==> config.mk <==
export PLATFORM = sky130hd
export DESIGN_NAME = zero_run_delta_word_decoder
export DESIGN_NICKNAME = d
export VERILOG_FILES = /design/src/sv/zrd_pkg.sv /design/src/sv/zrd_hdr.sv /design/src/sv/zrd_step.sv /design/src/sv/zero_run_delta_word_decoder.sv
export VERILOG_INCLUDE_DIRS = /design/src /design/src/sv
export SDC_FILE = /design/constraint.sdc
export NUM_CORES = 1
export LEC_CHECK = 0
export BUFFER_PORTS_ARGS = -buffer_cell sky130_fd_sc_hd__buf_2
export CORE_MARGIN = 1.5
export CORE_UTILIZATION = 30
export CTS_CLUSTER_SIZE = 8
export DETAILED_ROUTE_END_ITERATION = 10
export PLACE_DENSITY_LB_ADDON = 0.1
export SYNTH_ARGS = -nofsm -noshare
export SYNTH_HDL_FRONTEND = slang
export SYNTH_HIERARCHICAL = 1
export SYNTH_SLANG_ARGS = --single-unit
==> constraint.sdc <==
create_clock -name aclk -period 5.4 [get_ports aclk]
set_clock_uncertainty 0.05 [all_clocks]
set_input_delay 0.54 -clock aclk [delete_from_list [all_inputs] [get_ports aclk]]
set_output_delay 0.54 -clock aclk [all_outputs]
set_load 0.01 [all_outputs]
==> src/sv/zero_run_delta_word_decoder_assert.svh <==
// Assertion macros shared by the decoder RTL.
`ifndef ZERO_RUN_DELTA_WORD_DECODER_ASSERT_SVH
`define ZERO_RUN_DELTA_WORD_DECODER_ASSERT_SVH

// Plain property, clocked on aclk, off during reset.
`define ZRD_ASSERT(lbl, prop, msg) \
    lbl: assert property (@(posedge aclk) disable iff (!aresetn) (prop)) else $error(msg);

// Same-cycle implication.
`define ZRD_ASSERT_IMP(lbl, ante, cons, msg) \
    lbl: assert property (@(posedge aclk) disable iff (!aresetn) (ante) |-> (cons)) \
        else $error(msg);

// Next-cycle implication.
`define ZRD_ASSERT_NXT(lbl, ante, cons, msg) \
    lbl: assert property (@(posedge aclk) disable iff (!aresetn) (ante) |=> (cons)) \
        else $error(msg);

`endif

==> src/sv/zrd_pkg.sv <==
// Types, codes and constants of the zero-run delta word decoder.
package zrd_pkg;

    localparam int SAMPLE_W = 16;
    localparam int WORD_W   = 16;
    localparam int BITS_W   = 14;
    localparam int LZ_W     = 3;
    localparam int MAX_RUN  = 6;

    localparam logic [1:0] ST_OK         = 2'd0;
    localparam logic [1:0] ST_LONG_RUN   = 2'd1;
    localparam logic [1:0] ST_BAD_HEADER = 2'd2;

    localparam logic [3:0]  HDR_LITERAL = 4'h0;
    localparam logic [1:0]  HDR_DELTA   = 2'h2;
    localparam logic [11:0] LIT_MASK    = 12'hfff;

    // header classification of one accepted word
    typedef struct packed {
        logic                load;
        logic                single;
        logic [1:0]          status;
        logic [SAMPLE_W-1:0] sample;
        logic [BITS_W-1:0]   bits;
    } hdr_t;

    // one delta decode step
    typedef struct packed {
        logic [BITS_W-1:0]   bits_next;
        logic [SAMPLE_W-1:0] sample;
        logic                last;
    } step_t;

endpackage

==> src/sv/zrd_hdr.sv <==
// Header classification and long-run precheck of an input word.
module zrd_hdr (
    input  logic [zrd_pkg::SAMPLE_W-1:0] prev_sample,
    input  logic [zrd_pkg::WORD_W-1:0]   code_word,
    output zrd_pkg::hdr_t                hdr
);

    logic long_run;

    // a 1 bit with seven zeros right above it closes a run that is too long
    always_comb begin
        long_run = 1'b0;
        for (int i = 0; i <= zrd_pkg::MAX_RUN; i++) begin
            if (code_word[i] && (code_word[i+1 +: zrd_pkg::MAX_RUN+1] == '0)) begin
                long_run = 1'b1;
            end
        end
    end

    always_comb begin
        hdr.load   = 1'b1;
        hdr.single = 1'b1;
        hdr.status = zrd_pkg::ST_OK;
        hdr.sample = '0;
        hdr.bits   = code_word[zrd_pkg::BITS_W-1:0];
        priority if (code_word[15:12] == zrd_pkg::HDR_LITERAL) begin
            hdr.sample = {4'd0, code_word[11:0] & zrd_pkg::LIT_MASK};
        end else if (code_word[15:14] != zrd_pkg::HDR_DELTA) begin
            hdr.status = zrd_pkg::ST_BAD_HEADER;
        end else if (long_run) begin
            hdr.status = zrd_pkg::ST_LONG_RUN;
        end else if (code_word[zrd_pkg::BITS_W-1:0] == '0) begin
            hdr.load = 1'b0;  // no 1 bits: word gives nothing
        end else begin
            hdr.single = 1'b0;
            hdr.sample = prev_sample;
        end
    end

endmodule

==> src/sv/zrd_step.sv <==
// One delta step: find the next 1 bit, apply its delta, shift it out.
module zrd_step (
    input  logic [zrd_pkg::BITS_W-1:0]   bits,
    input  logic [zrd_pkg::SAMPLE_W-1:0] run,
    output zrd_pkg::step_t               stp
);

    logic [zrd_pkg::LZ_W-1:0]     lz;
    logic [zrd_pkg::LZ_W-1:0]     shamt;
    logic [1:0]                   mag;
    logic [zrd_pkg::SAMPLE_W-1:0] delta;

    // run length is known to be at most six here
    always_comb begin
        lz = '0;
        for (int i = zrd_pkg::MAX_RUN; i >= 0; i--) begin
            if (bits[zrd_pkg::BITS_W-1-i]) begin
                lz = zrd_pkg::LZ_W'(i);
            end
        end
    end

    assign shamt = lz + zrd_pkg::LZ_W'(1);
    assign mag   = shamt[2:1];
    assign delta = {{(zrd_pkg::SAMPLE_W-2){1'b0}}, mag};

    assign stp.bits_next = bits << shamt;
    assign stp.sample    = lz[0] ? (run - delta) : (run + delta);
    assign stp.last      = (stp.bits_next == '0);

endmodule

==> src/sv/zero_run_delta_word_decoder.sv <==
// Top level of the zero-run delta word decoder.
// Latency: a word's first result is registered in the work stage, then in the output register, before it is on m_*.
// Throughput: one result beat per cycle while m_ready is high; a word holds the work stage
//   until the single step unit has stepped out its last result (1..14 results).
// Words with no 1 bits in a delta body are accepted and dropped.
// Reset: synchronous, active low; clears work and output valids only.
module zero_run_delta_word_decoder (
    input  logic        aclk,
    input  logic        aresetn,
    input  logic        s_valid,
    output logic        s_ready,
    input  logic [15:0] s_prev_sample,
    input  logic [15:0] s_code_word,
    output logic        m_valid,
    input  logic        m_ready,
    output logic [15:0] m_sample,
    output logic [1:0]  m_status,
    output logic        m_last
);

`include "zero_run_delta_word_decoder_assert.svh"

    zrd_pkg::hdr_t  hdr;
    zrd_pkg::step_t stp;

    // work stage: word being expanded
    logic                         work_valid_reg;
    logic                         work_single_reg;
    logic [1:0]                   work_status_reg;
    logic [zrd_pkg::SAMPLE_W-1:0] work_run_reg;
    logic [zrd_pkg::BITS_W-1:0]   work_bits_reg;

    // output stage
    logic                         m_valid_reg;
    logic [zrd_pkg::SAMPLE_W-1:0] m_sample_reg;
    logic [1:0]                   m_status_reg;
    logic                         m_last_reg;

    logic step_en;
    logic work_done;
    logic accept;

    zrd_hdr u_hdr (
        .prev_sample (s_prev_sample),
        .code_word   (s_code_word),
        .hdr         (hdr)
    );

    zrd_step u_step (
        .bits (work_bits_reg),
        .run  (work_run_reg),
        .stp  (stp)
    );

    // a step fires whenever the output slot is free or draining
    assign step_en   = work_valid_reg && (!m_valid_reg || m_ready);
    assign work_done = step_en && (work_single_reg || stp.last);
    assign s_ready   = !work_valid_reg || work_done;
    assign accept    = s_valid && s_ready;

    always_ff @(posedge aclk) begin
        if (!aresetn) begin
            work_valid_reg <= 1'b0;
        end else if (accept) begin
            work_valid_reg <= hdr.load;
        end else if (work_done) begin
            work_valid_reg <= 1'b0;
        end
    end

    always_ff @(posedge aclk) begin
        if (accept) begin
            work_single_reg <= hdr.single;
            work_status_reg <= hdr.status;
            work_run_reg    <= hdr.sample;
            work_bits_reg   <= hdr.bits;
        end else if (step_en && !work_single_reg) begin
            work_run_reg  <= stp.sample;
            work_bits_reg <= stp.bits_next;
        end
    end

    always_ff @(posedge aclk) begin
        if (!aresetn) begin
            m_valid_reg <= 1'b0;
        end else if (step_en) begin
            m_valid_reg <= 1'b1;
        end else if (m_ready) begin
            m_valid_reg <= 1'b0;
        end
    end

    always_ff @(posedge aclk) begin
        if (step_en) begin
            m_sample_reg <= work_single_reg ? work_run_reg : stp.sample;
            m_status_reg <= work_single_reg ? work_status_reg : zrd_pkg::ST_OK;
            m_last_reg   <= work_single_reg | stp.last;
        end
    end

    assign m_valid  = m_valid_reg;
    assign m_sample = m_sample_reg;
    assign m_status = m_status_reg;
    assign m_last   = m_last_reg;

    `ZRD_ASSERT_IMP(a_err_beat, m_valid && (m_status != zrd_pkg::ST_OK), m_last && (m_sample == '0), "error beat must be last with zero sample")
    `ZRD_ASSERT_IMP(a_delta_bits, work_valid_reg && !work_single_reg, work_bits_reg != '0, "delta work stage holds no 1 bit")
    `ZRD_ASSERT_NXT(a_step_out, step_en, m_valid, "step did not fill output register")
    `ZRD_ASSERT(a_status_code, !m_valid || (m_status != 2'd3), "undefined status code")

endmodule
; After elaboration in Yosys (flattened, before gate mapping)
; Index checks and enable logic that the tools add are counted.
[word_totals]
input_bits = 36
word_cells = 83
regBits = 54
output_inout_bits = 21
[op_classes]
n_reduce_logical = 32
add_sub_neg = 3
bitwise_logic = 1
n_eq_ne = 1
shift = 1
n_mux = 35
[op_table]
columns = cell, count
row1 = two-way mux 16 bit, 8
row2 = zero test 7 bit, 7
row3 = zero test 14 bit, 2
row4 = two-way mux 14 bit, 2
row5 = two-way mux 3 bit, 7
row6 = adder 16 x 2 -> 16 bit, 1
row7 = subtractor 16 x 2 -> 16 bit, 1
row8 = two-way mux 1 bit, 14
row9 = << shifter 14 x 3 -> 14 bit, 1
row10 = logical AND 1 bit, 11
row11 = two-way mux 2 bit, 3
row12 = nonzero test 2 bit, 3
row13 = zero test 4 bit, 1
row14 = two-way mux 4 bit, 1
row15 = adder 3 x 1 -> 3 bit (second input constant), 1
row16 = zero test 1 bit, 3
row17 = logical OR 1 bit, 3
row18 = OR reduction 3 bit, 1
row19 = inequality test 2 bit (second input constant), 1
row20 = OR reduction 2 bit, 1
row21 = bitwise OR 1 bit, 1

; Logic depth before layout (Yosys ltp)
; Gate-level depths: netlist of the first run.
[logic_depth]
ltp_word = 15
depth_mapped = 19
ltp_nobuf = 16

; Hierarchy
; The synthesis of the first run kept the hierarchy.
[by_module_without_submodules]
columns = module, area_each_um2, instances, cells_per_inst, seq_area_each_um2
row1 = zero_run_delta_word_decoder, 2626.3, 1, 191, 1601.5
row2 = zrd_step, 1412.6, 1, 192, 0.0
row3 = zrd_hdr, 526.8, 1, 88, 0.0

; Worst setup path after synthesis of the first run
; Ideal clock, no wire load.
[synth_path]
path_type = reg2reg
startpoint = reg work_bits_reg[9] in the netlist's numbering
endpoint = reg work_bits_reg[0] in the netlist's numbering, enable pin
setup_ps = 389
stages_incl_launch_ff = 15
t_arrival_ps = 4012
path_slack_ps = 948
t_required_ps = 4961
synth_period_minus_slack_ps = 4452
n_path_buf = 2
path_cell_list = edfxtp_1 > nand2b_2 > a221oi_4 > buf_6 > ha_1 > buf_4 > a221oi_1 > o2111ai_1 > nor4b_1 > nand4_1 > a2111oi_4 > nor2_2 > o21a_4 > inv_2 > a22o_1
[synth_rtl]
columns = element, line
row1 = "start, declared", zero_run_delta_word_decoder.sv:31  ; logic [zrd_pkg::BITS_W-1:0] work_bits_reg;
row2 = "start signal, assigned", zero_run_delta_word_decoder.sv:76  ; work_bits_reg <= hdr.bits;
row3 = "start signal, assigned", zero_run_delta_word_decoder.sv:79  ; work_bits_reg <= stp.bits_next;

==> metrics, run 1 <==
number of antenna violations at the first check in global routing=0; root buffer cell=clkbuf_16; Synth Area in XOR/XNOR=~3.3%; worst skew pair latency=about 0.3 ns; Async S/R FF share, synth=0%; hold buffers post-CTS=0; DR iter-0 viols=300; initial core utilization=31.06%; IO Count=between 50 and 60; HP Class=primary input to flip-flop; H-tree depth=2; mapped cell area=between 4000 and 5000 µm²; max frequency=approximately 200 MHz; largest area contributor in the synthesized netlist=edfxtp_1; Power Dens Cells=around 630 nW/µm²; Final Cycle Share=slightly above 90%; layout cell share with drive strength beyond 1=25.20%; Total Routing Usage GR=16.32%; critical path data required time=4.81 ns; clock-pin slew on the worst setup and hold paths=roughly 0.070 ns; syn nets=about 530; top post-synthesis cells by area=edfxtp_1 (34%), o22ai_2 (8.2%), nand2_1 (7.6%), ha_1 (4.9%), mux2_1 (3.9%); cell area after layout=between 4000 and 5000 µm²; Slew @ Worst Pin=1.141 ns; synth warn=6; first-pass GRT wire length=20,560 µm; endpoints failing setup=0; DP Area=4838 µm²; Die ar.=roughly 16,000 µm²; multiplexer share of the synthesized area=under 10%; number of instances in the placed design=between 600 and 700; Clock Path Buffers=2; Synth Register Bits=54; Final Hold Violating Endpoints=0; crit end category=output port; Layout Cells excl Fill=684; max-slew violation count=0; via count=3,606; Core Footprint=14,700 µm²; total power=3.125 mW; Post-synth EDFFs=52; synthesized area per cell=9.693 µm²; Final TNS setup=0 ns; Max-cap violations=0; post-layout util=33.95%; Wirelength per Cell=~19 µm; number of global-route vias before repair=~3,700; Sink Count=54; area of the multi-input gates=~2600 µm²; die width=roughly 130 µm; postcts setup bufs=0; Lkg Pwr=between 1.5 and 2 nW; dpl hpwl=roughly 9200 µm; max_slew headroom=23.93%; TritonCTS clock tree=built; post-synthesis cell count=471; fillers=about 1,500; min cycle time layout=between 5 and 6 ns; Synth-to-Final Area Change=9.290%; Post-Synth Simple-Gate Area=between 10% and 20%; Reg area=1602 µm²; status=complete, no violations; drt drc=0; DRT Pass-1 Iters=4; # rows=44; CP startpoint kind=flip-flop; vias per std cell=roughly 5.3; GP Congestion=0.8378; compound-cell area share of the yosys netlist=roughly a fifth; Synth Flop Type=edfxtp_1; final WL=roughly 13,000 µm; most frequent cells in the layout=nand2_1 (92), buf_2 (56), edfxtp_1 (52); commonest non-fill, non-tap cell in the layout=nand2_1; Synth top area share=34.20%; largest family of logic cells by synthesized area=compound AO/OA/AOI/OAI gates; Num CTS Buffers=5; pin count of the biggest net entering global routing=36; worst vdd ir=~0.18 mV; post-CTS sizing=0; Crit Path Class=flip-flop to output port; RSZ-0062 raised after global routing=false; Worst Path Arrival=approximately 4.4 ns; total congestion overflow=0; I/O Buffers=56; NumNets Final=approximately 550; Seq/Total Area, Yosys=about a third; Routed Antenna Nets=0; die height=126.4 µm; CP Max Fanout=31; diode count=0; Adder-Cell Fraction of Synth Area=under 10%; post-synthesis cell type count=68
[Yosys cell counts (5+ instances only)]
cell	instances
buf_4	19
nand2b_1	6
nor3_1	11
o21ai_1	15
o21ai_0	8
nand3_1	14
ha_1	18
a21o_1	5
mux2i_1	16
xor2_1	6
nor2_1	19
mux2_1	16
o22ai_2	30
and2_1	5
inv_1	16
xnor2_1	11
buf_2	7
a21oi_1	12
nor2b_1	5
edfxtp_1	52
nand2_1	92
buf_6	9
clkbuf_1	7
[per-stage QoR]
step | setup WS [ns] | hold slack, ns
after floorplan | 0.9483 | 0.4387
after global placement | 0.7261 | 0.4836
after detailed placement | 0.6204 | 0.4798
after CTS | 0.4189 | 0.4033
after global routing | 0.09142 | 0.4057
final | 0.3758 | 0.4054
[final cells by class]
type / count / share of cell area (%)
well taps: 184 / 4.614
flip-flops and latches: 54 / 32.10
clock buffers: 6 / 2.783
clock inverters: 2 / 0.2508
inverters: 19 / 1.429
multi-input cells: 356 / 51.91
repair buffers: 63 / 6.921
[cell families (layout without fill, tap and decap cells)]
| group | count (synthesis) | after routing |
|---|---|---|
| AND/OR/NAND/NOR | 175 | 175 |
| AO/OA/AOI/OAI | 111 | 111 |
| buffers and inverters | 61 | 90 |
| flip-flops | 54 | 54 |
| multiplexers | 34 | 34 |
| adder cells (fa/ha/maj) | 19 | 19 |
| XOR/XNOR | 17 | 17 |
[layer usage]
layer,vias up,part of all wire (%),global-route usage (%)
li1,1763,-,-
met1,1745,48,22.22
met2,85,46,26.17
met3,13,4.0,2.784
met4,0,2.0,5.815
met5,-,0,0
[critical path, stage by stage, from the launching register on]
cell and delay (ns):
edfxtp_1 0.50, nand2b_2 0.25, a221oi_4 0.26, ha_1 0.66
o21ai_1 0.19, a221oi_1 0.39, o2111ai_1 0.18, nor4b_1 0.32
nand4_1 0.20, a2111oi_4 0.34, nor2_2 0.12, o21a_4 0.43
inv_2 0.13, buf_2 0.14
[worst paths after layout]
| check | endpoint | depth (start not counted) | slack [ns] | from |
|---|---|---|---|---|
| setup reg to reg | m_sample[15] | 12 | 0.52 | work_bits_reg[9] |
| hold / removal | m_valid | 2 | 0.41 | aresetn |
| setup / recovery | s_ready | 13 | 0.38 | work_bits_reg[9] |
| hold reg to reg | m_status[0] | 1 | 0.49 | work_status_reg[0] |
[where the power goes]
part / leakage [nW] / internal [mW] / switching (mW)
clock network: 0.0729 / 0.185 / 0.162
registers: 0.527 / 0.686 / 0.0931
logic: 1.35 / 0.858 / 1.14
No activity file was read; power rests on OpenSTA's default activity.
==> run 2, diff against run 1 <==
- ABC_AREA: not set -> 1
==> metrics, run 2 <==
Wirelength per Cell=between 15 and 20 µm; status=complete, no violations; number of global-route vias before repair=~3,800; Slowest cell on crit path=ha_1; Clock Path Buffers=2; post-synthesis cell count=601; Synth Flop Type=edfxtp_1; vias per std cell=between 4 and 5; synth warn=6; first-pass GRT wire length=19,790 µm; Final Hold Violating Endpoints=0; Final TNS setup=0 ns; cell family with most CP delay=simple AND/OR/NAND/NOR gates; Num CTS Buffers=5; Final Cycle Share=around 83%; layout cell share with drive strength beyond 1=about 18%; Slew @ Worst Pin=0.8713 ns; Synth-to-Final Area Change=10.50%; initial core utilization=30.52%; Synth Register Bits=between 50 and 60; number of antenna violations at the first check in global routing=0; postcts setup bufs=0; most frequent cells in the layout=nand2_1 (202), nand3_1 (94), buf_2 (56); # rows=between 40 and 50; post-synthesis cell type count=37; Post-Synth Simple-Gate Area=about two fifths; largest family of logic cells by synthesized area=simple AND/OR/NAND/NOR gates; Crit Path Class=flip-flop to flip-flop; clock-pin slew on the worst setup and hold paths=approximately 0.07 ns; Seq/Total Area, Yosys=between 30% and 40%; Sink Count=54; cell area after layout=4883 µm²; GP Congestion=approximately 0.85; endpoints failing setup=0; most used cell, CP=nand2_2; total congestion overflow=0; multiplexer share of the synthesized area=0%; post-CTS sizing=0; HP Class=flip-flop to flip-flop; Adder-Cell Fraction of Synth Area=approximately 5.5%; most instantiated library cell after synthesis=nand2_1; NumNets Final=between 600 and 700; min cycle time layout=4.463 ns; Core Footprint=around 14,000 µm²; crit end category=flip-flop; via count=between 3,000 and 4,000; hold buffers post-CTS=0; Synth top area share=a little over a third; top post-synthesis cells by area=edfxtp_1 (35%), nand2_1 (17%), nand3_1 (11%), ha_1 (5.1%), inv_1 (3.7%); root buffer cell=clkbuf_16; Total Routing Usage GR=16.03%; Critical Path Max Stage Delay=roughly 0.6 ns; diode count=0; pin count of the biggest net entering global routing=34; Synth Area in XOR/XNOR=~3.2%; Max-cap violations=0; WP buf/inv=4; H-tree depth=2; CP Max Fanout=33; CP startpoint kind=flip-flop; RSZ-0062 raised after global routing=false; Routed Antenna Nets=0; synthesized area per cell=approximately 7.4 µm²; CP cell instances=nand2_1, nand2_2, ha_1, inv_1, nand3_1, nand3_1, nand2_1, nor2_1, nand3_1, nor2_1, inv_1, nand2_2, nand2_2, nand2_4, nand2_2, buf_4, o21ai_2, buf_12; max frequency=between 200 and 250 MHz; critical path data required time=5.36 ns; I/O Buffers=between 50 and 60; die height=between 100 and 150 µm; worst skew pair latency=around 0.3 ns; DR iter-0 viols=337; DP Area=roughly 4700 µm²; commonest non-fill, non-tap cell in the layout=nand2_1; largest area contributor in the synthesized netlist=edfxtp_1; max-slew violation count=0; dpl hpwl=between 9000 and 10,000 µm; max_slew headroom=about two fifths; top post-synthesis cells by count=nand2_1 (202), nand3_1 (94), edfxtp_1 (52); IO Count=57; drt drc=0; mapped cell area=about 4400 µm²; die width=about 120 µm; compound-cell area share of the yosys netlist=6.314%; DRT Pass-1 Iters=9; Worst Path Arrival=between 4 and 5 ns; syn nets=approximately 660; TritonCTS clock tree=built; Async S/R FF share, synth=0%; Post-synth EDFFs=52; fillers=roughly 1,600; Hold WS=about 0.47 ns; final WL=12,420 µm; Die ar.=roughly 15,000 µm²; post-layout util=approximately 34%
==> run 2: final cells by class <==
| cell class | count | area [µm²] | area share, % |
|---|---|---|---|
| clock buffer | 5 | 125.1 | 2.562 |
| clock inverter | 3 | 47.55 | 0.9736 |
| inverter | 52 | 195.2 | 3.997 |
| multi-input combinational | 456 | 2361 | 48.35 |
| sequential | 54 | 1602 | 32.80 |
| tap | 184 | 230.2 | 4.714 |
| timing repair buffer | 60 | 322.8 | 6.610 |
==> run 2: per-stage QoR <==
step / setup slack (ns) / std cells
CTS: 0.9332 / 814
global route: 0.5014 / 814
detailed placement: 0.9411 / 806
finish: 0.9369 / 814
floorplan: 1.338 / 601
global placement: 1.021 / 806
==> run 2: path summary, 6_finish.rpt <==
kind / endpoint / slack [ns] / cells past startpoint / start
max: work_run_reg[1] / 0.94 / 18 / work_bits_reg[12]
max reg2reg: work_run_reg[1] / 0.94 / 18 / work_bits_reg[12]
min reg2reg: m_status[0] / 0.47 / 2 / work_status_reg[0]
min: m_status[0] / 0.47 / 2 / work_status_reg[0]
==> run 2: logic make-up (layout without fill, tap and decap cells) <==
logic type	after synthesis	after routing
AOI/OAI and AO/OA	46	46
xor gates and xnor gates	16	16
adders and majority gates	19	19
buffers and inverters	91	120
DFF	54	54
and+or+nand+nor	375	375
==> run 2: per-layer routing <==
layer,part of all wire (%),vias up,routed length [µm],global-route usage [%]
met5,0,-,0,0
met4,2.2,0,274,5.274
met3,5.6,18,690,2.663
met2,43,138,5349,24.37
met1,49,1811,6106,23.08
li1,-,2010,-,-
==> run 2: worst min-delay path: cells and delay by family (launching register included) <==
family                 cells  cell delay (ns)
DFF                        1             0.32
buffers and inverters      1             0.04
and+or+nand+nor            1             0.05
Power of run 2 is not shown: default switching activity piles up to over one toggle a cycle in this logic, so the estimate is an artifact.
